### src/hdl/csc_pkg.sv
// shared constants, command codes and controller/datapath interface types
package csc_pkg;

  // store geometry
  localparam int CAPACITY = 64;
  localparam int KEY_BITS = 64;

  // port field widths
  localparam int CMD_W   = 2;
  localparam int KEY_W   = 64;
  localparam int SIZE_W  = 64;
  localparam int ENTRY_W = 7;

  // derived widths
  localparam int SLOT_W  = (CAPACITY > 1) ? $clog2(CAPACITY) : 1;
  localparam int COUNT_W = $clog2(CAPACITY + 1);

  typedef logic [SLOT_W-1:0]  slot_t;
  typedef logic [COUNT_W-1:0] count_t;

  localparam slot_t LAST_SLOT = SLOT_W'(CAPACITY - 1);

  // command codes
  typedef enum logic [CMD_W-1:0] {
    CMD_LOOKUP = 2'd0,
    CMD_INSERT = 2'd1,
    CMD_REMOVE = 2'd2
  } cmd_t;

  // controller to datapath
  typedef struct packed {
    logic load;
    logic decide;
    logic sweep;
  } dp_ctrl_t;

  // datapath to controller
  typedef struct packed {
    logic sweep_req;
    logic slot_free;
  } dp_status_t;

endpackage

### src/hdl/csc_ctrl.sv
// command sequencer: accept, decide, sweep and result strobe
module csc_ctrl (
  input  logic                 clk,
  input  logic                 rst_n,
  input  logic                 start,
  output logic                 busy,
  output logic                 out_valid,
  output csc_pkg::dp_ctrl_t    ctrl,
  input  csc_pkg::dp_status_t  status
);
  import csc_pkg::*;

  typedef enum logic [1:0] {
    S_IDLE,
    S_DECIDE,
    S_SWEEP
  } state_t;

  state_t state_r;
  logic   out_valid_r;

  // datapath commands
  assign ctrl.load   = (state_r == S_IDLE) && start;
  assign ctrl.decide = (state_r == S_DECIDE);
  assign ctrl.sweep  = (state_r == S_SWEEP);
  assign busy        = (state_r != S_IDLE);
  assign out_valid   = out_valid_r;

  // state and result strobe
  always_ff @(posedge clk) begin
    if (!rst_n) begin
      state_r     <= S_IDLE;
      out_valid_r <= 1'b0;
    end else begin
      out_valid_r <= 1'b0;
      case (state_r)
        S_IDLE: begin
          if (start) state_r <= S_DECIDE;
        end
        S_DECIDE: begin
          if (status.sweep_req) begin
            state_r <= S_SWEEP;
          end else begin
            state_r     <= S_IDLE;
            out_valid_r <= 1'b1;
          end
        end
        S_SWEEP: begin
          if (status.slot_free) begin
            state_r     <= S_IDLE;
            out_valid_r <= 1'b1;
          end
        end
        default: begin
          state_r <= S_IDLE;
        end
      endcase
    end
  end

`ifndef SYNTHESIS
  a_strobe_when_idle: assert property (@(posedge clk) disable iff (!rst_n)
    out_valid_r |-> state_r == S_IDLE)
    else $error("result strobe outside idle");

  a_decide_after_accept: assert property (@(posedge clk) disable iff (!rst_n)
    state_r == S_DECIDE |-> $past(state_r) == S_IDLE && $past(start))
    else $error("decide entered without an accepted beat");

  a_load_to_decide: assert property (@(posedge clk) disable iff (!rst_n)
    ctrl.load |=> state_r == S_DECIDE)
    else $error("accepted beat did not move to decide");
`endif

endmodule

### config.mk
export PLATFORM = sky130hd
export DESIGN_NAME = csc_ctrl
export DESIGN_NICKNAME = d
export VERILOG_FILES = /design/src/hdl/csc_pkg.sv /design/src/hdl/csc_ctrl.sv
export SDC_FILE = /design/constraint.sdc
export NUM_CORES = 1
export LEC_CHECK = 0
export BUFFER_PORTS_ARGS = -buffer_cell sky130_fd_sc_hd__buf_2
export CAP_MARGIN = 30
export CORE_AREA = 10 10 47 49
export DETAILED_ROUTE_END_ITERATION = 12
export DIE_AREA = 0 0 57 59
export GPL_TIMING_DRIVEN = 0
export PLACE_DENSITY_LB_ADDON = 0.1
export REMOVE_ABC_BUFFERS = 1
export SYNTH_ARGS = -nofsm -noshare
export SYNTH_HDL_FRONTEND = slang
export SYNTH_SLANG_ARGS = --single-unit
### constraint.sdc
create_clock -name clk -period 3.8 [get_ports clk]
set_input_delay 0.57 -clock clk [delete_from_list [all_inputs] [get_ports clk]]
set_output_delay 0.57 -clock clk [all_outputs]
set_load 0.01 [all_outputs]
# ---- After elaboration in Yosys (flattened, before gate mapping)
# Index checks and enable logic that the tools add are counted.
dict set report word_totals {
  ff_bits 3
  latch_bits 0
  mem_bits_rw 0
  rom_bits 0
  input_bits 5
  output_inout_bits 5
  wordCells 17
  n_memories 0
}
dict set report op_classes {
  add_sub_neg 0
  mul 0
  div 0
  n_lt_le_gt_ge 0
  n_eq_ne 4
  shift 0
  n_mux 7
  bitwise_logic 0
  reduce_logical 4
}
# op n
set ops {}
lappend ops {{2-bit 2-to-1 mux} 3}
lappend ops {{2-bit one-hot mux with 3 select lines} 1}
lappend ops {{2-bit by 1-bit equality test with 1-bit output (second input constant)} 1}
lappend ops {{2-bit equality test (second input constant)} 1}
lappend ops {{2-bit logical NOT} 1}
lappend ops {{1-bit 2-to-1 mux} 2}
lappend ops {{2-bit by 1-bit != test with 1-bit output (second input constant)} 1}
lappend ops {{2-bit != test (second input constant)} 1}
lappend ops {{1-bit one-hot mux with 2 select lines} 1}
lappend ops {{2-bit AND reduction} 1}
lappend ops {{2-bit nonzero test} 1}
lappend ops {{1-bit logical AND} 1}

# ---- Depth between registers and ports, before layout
dict set report logic_depth {
  ltp_word 3
  ltp_mapped 5
  mapped_depth_nobuf 5
}

# ---- Worst setup path after synthesis
# No wires, ideal clock.
dict set report synth_path {
  path_type {reg-to-output}
  start {reg state_r[0]}
  end {out ctrl[2] (netlist name)}
  arrival_time_ps 825
  required_time_ps 3230
  path_slack_ps 2405
  path_stages_with_launch 4
  path_buffers 0
  path_cell_list {dfxtp_1 inv_1 ha_1 and2_1}
}
# element line_no
set synth_rtl {}
lappend synth_rtl {{start: declaration} csc_ctrl.sv:19} ;# state_t state_r;
lappend synth_rtl {{start signal: assignment} csc_ctrl.sv:32} ;# state_r <= S_IDLE;
lappend synth_rtl {{start signal: assignment} csc_ctrl.sv:38} ;# if (start) state_r <= S_DECIDE;
lappend synth_rtl {{start signal: assignment} csc_ctrl.sv:42} ;# state_r <= S_SWEEP;
lappend synth_rtl {{end: declaration} csc_ctrl.sv:8} ;# output csc_pkg::dp_ctrl_t ctrl,

==> impl_metrics.ini <==
[placement]
place.detailed.hpwl_um = 447
port-buffer-count = 9
dpl.cell_count = 51
dp_slack_ns = 2.24
gp_congestion = 0.706

[global_route]
grt_use_total_pct = 3.28
grt-ovfl-total = 0
grt_pass1_vias = 189
grt_max_degree = 5
antenna_found_initial = 0
grt_pass1_wl_um = 855

[setup_path]
critPathKind = reg -> out
crit_path_start_kind = register
critPathMaxStageDelay_ns = 0.37
critPathMaxFanout = 4
cp_num_buf_inv = 2
endpoint_kind = primary output
r2r-end = state_r[1]
worstPathRequired_ns = 3.23
ff2ff_setup_slack_ns = 2.38
crit_path_cell_trace = inv_1 -> ha_1 -> and2_1 -> buf_2
crit_family = flip-flops
r2r_cells = 5
cp_data_arrival_time_ns = 1.22
rr_startpoint = state_r[0]
crit_slowest_cell = dfxtp_1

[clocking]
numCtsBuffers = 3
hold_buffers = 0
cts_max_path_buffers = 2
cts_resized = 0
htreeDepth = 1
clk_pin_slew_ns = 0.04
post_cts_buffers = 0
cts.sinks = 3
clk-insertion-delay-late_ns = 0.23
cts-root-buf = clkbuf_4
tritoncts = built

[route]
drc = 0
drt_iter0_markers = 7
m1WireLength_um = 239
wire_per_inst_um = 9.58
drtAntennaViolNets = 0
routed_wl_um = 527
dr.pass1.iters = 3
top_layer = met3
wl_met3_um = 97
vias_per_cell = 3.56
dr_wl_met2_um = 190
vias = 196

[synth]
synth_area_leaders = ha_1 30%, dfxtp_1 24%, nor2b_4 11%
synth_area_per_cell_um2 = 9.48
synthCells = 26
synthFlopType = dfxtp_1
synth_top_family_by_area = adder cells
ys_warn_count = 0
synthXorXnorAreaFrac_pct = 0
ys_ff_latch = 3
synth_area_um2 = 246
synth_simple_gate_area_share_pct = 25.4
yosys.area.top_type_share_pct = 30.5
synthTopCellsByCount = 6 x ha_1, 3 x dfxtp_1, 3 x inv_1
synth_edf_count = 0
seq_area_frac_synth_pct = 24.4
synthMuxAreaShare_pct = 0
yosys.area.top_type = ha_1
yosysMostFrequentCell = ha_1
synthArstFlopShare_pct = 0
yosys.cell_types.count = 13
synth_compound_area_share_pct = 15.2
synthAdderAreaFrac_pct = 30.5

[floorplan]
core_um2 = 1400
die_area_um2 = 3360
num_rows = 14
die_h_um = 59
start_util_pct = 17.6
pin_count = 10
die_x_um = 57

[power_and_ir_drop]
seq_power_share_pct = 29.2
p_int_w = 0.0000898
comb_power_share_pct = 27.0
leakage_nw = 0.165
swShare_pct = 27.8
ir_drop_mv = 0.187
p_per_area_nw_per_um2 = 368
p_sw_w = 0.0000346
clock_power_share_pct = 43.8

[min_path]
worstHoldPathCells = 2
hold_start = state_r[0]
hold_class = reg -> reg
hold_end = state_r[0]

[cells_and_area]
num_antenna_cells = 0
n_fill_cell = 167
fin_util_pct = 24.1
drive_gt1_share_pct = 35.9
fin_cells = 55
nets = 51
syn2layout_area_growth_pct = 37.1

[sta]
final-hold-violation-count = 0
fin_tns_setup_ns = 0
grt_setup_unrepaired = false
finClkSkew_ns = 0.00404
fin_crit_ns = 1.79
period_share_pct = 47.2
max_freq_mhz = 557
finalSetupViolCount = 0
tightestPinTransition_ns = 0.161
slew_viol_final = 0
slew_headroom_pct = 89.2
fin_ws_ns = 2.01

[status]
status = finished, final reports clean

[job]
max-cap-violations = 0
-- logic make-up after synthesis --
group,after synthesis
and+or+nand+nor,8
adders and majority gates,6
buffers and inverters,3
AOI/OAI and AO/OA,6
DFF,3
-- worst max-delay path by stage --
stage	start	to	slack, ns	cells after the start
after floorplan	state_r[0]	ctrl[2]	2.41	3
after global placement	state_r[0]	ctrl[2]	2.23	4
after detailed placement	state_r[0]	ctrl[2]	2.24	4
after CTS	state_r[0]	ctrl[2]	1.98	4
after global routing	state_r[0]	ctrl[2]	1.89	4
final	state_r[0]	ctrl[2]	2.01	4
-- flip-flops by register name, indices dropped and copies added, names as in the netlist --
name	flops
state_r	2
out_valid	1
-- metal layers --
metal	track usage, %	vias to the layer above
met3	3.65	0
met4	2.01	0
met1	3.31	76
met5	0	-
met2	3.88	9
li1	-	111
-- per-stage QoR --
step                hold slack, ns  instance area, um2  power (W)
floorplan                    0.481                 246  0.0000591
global placement             0.522                 312  0.0000720
detailed placement           0.519                 312  0.0000714
CTS                          0.525                 338   0.000129
global route                 0.552                 338   0.000139
finish                       0.517                 338   0.000124
-- cell type report --
type,instances,area (um2),share of cell area (%)
Inverter,3,11.3,3.33
Multi-Input combinational cell,20,175,51.9
Sequential cell,3,60.1,17.8
Clock buffer,4,26.3,7.78
Timing Repair Buffer,9,45.0,13.3
Tap cell,16,20.0,5.93
-- worst reg2reg max path: stages, from the launching register on --
cell	delay (ns)
dfxtp_1	0.37
inv_1	0.11
ha_1	0.25
nor2b_4	0.14
or3_1	0.34
a21boi_1	0.14
-- placed cells by master, fill, tap and decap left out --
cell	instances
a21boi_1	2
a21oi_1	1
and2_1	1
buf_2	9
clkbuf_1	1
clkbuf_4	3
dfxtp_1	3
ha_1	6
inv_1	3
nand2_1	2
nand2b_1	1
nor2b_4	2
o211ai_1	1
o21ai_0	2
or3_1	1
or3b_1	1
-- power by group through the flow --
stage	registers, W	clock network, W	logic, W
final	0.0000364	0.0000545	0.0000336
after global routing	0.0000368	0.0000630	0.0000390
after CTS	0.0000365	0.0000581	0.0000345
after detailed placement	0.0000370	0	0.0000344
after global placement	0.0000370	0	0.0000350
after floorplan	0.0000365	0	0.0000227
No activity file was read; power rests on OpenSTA's default activity.
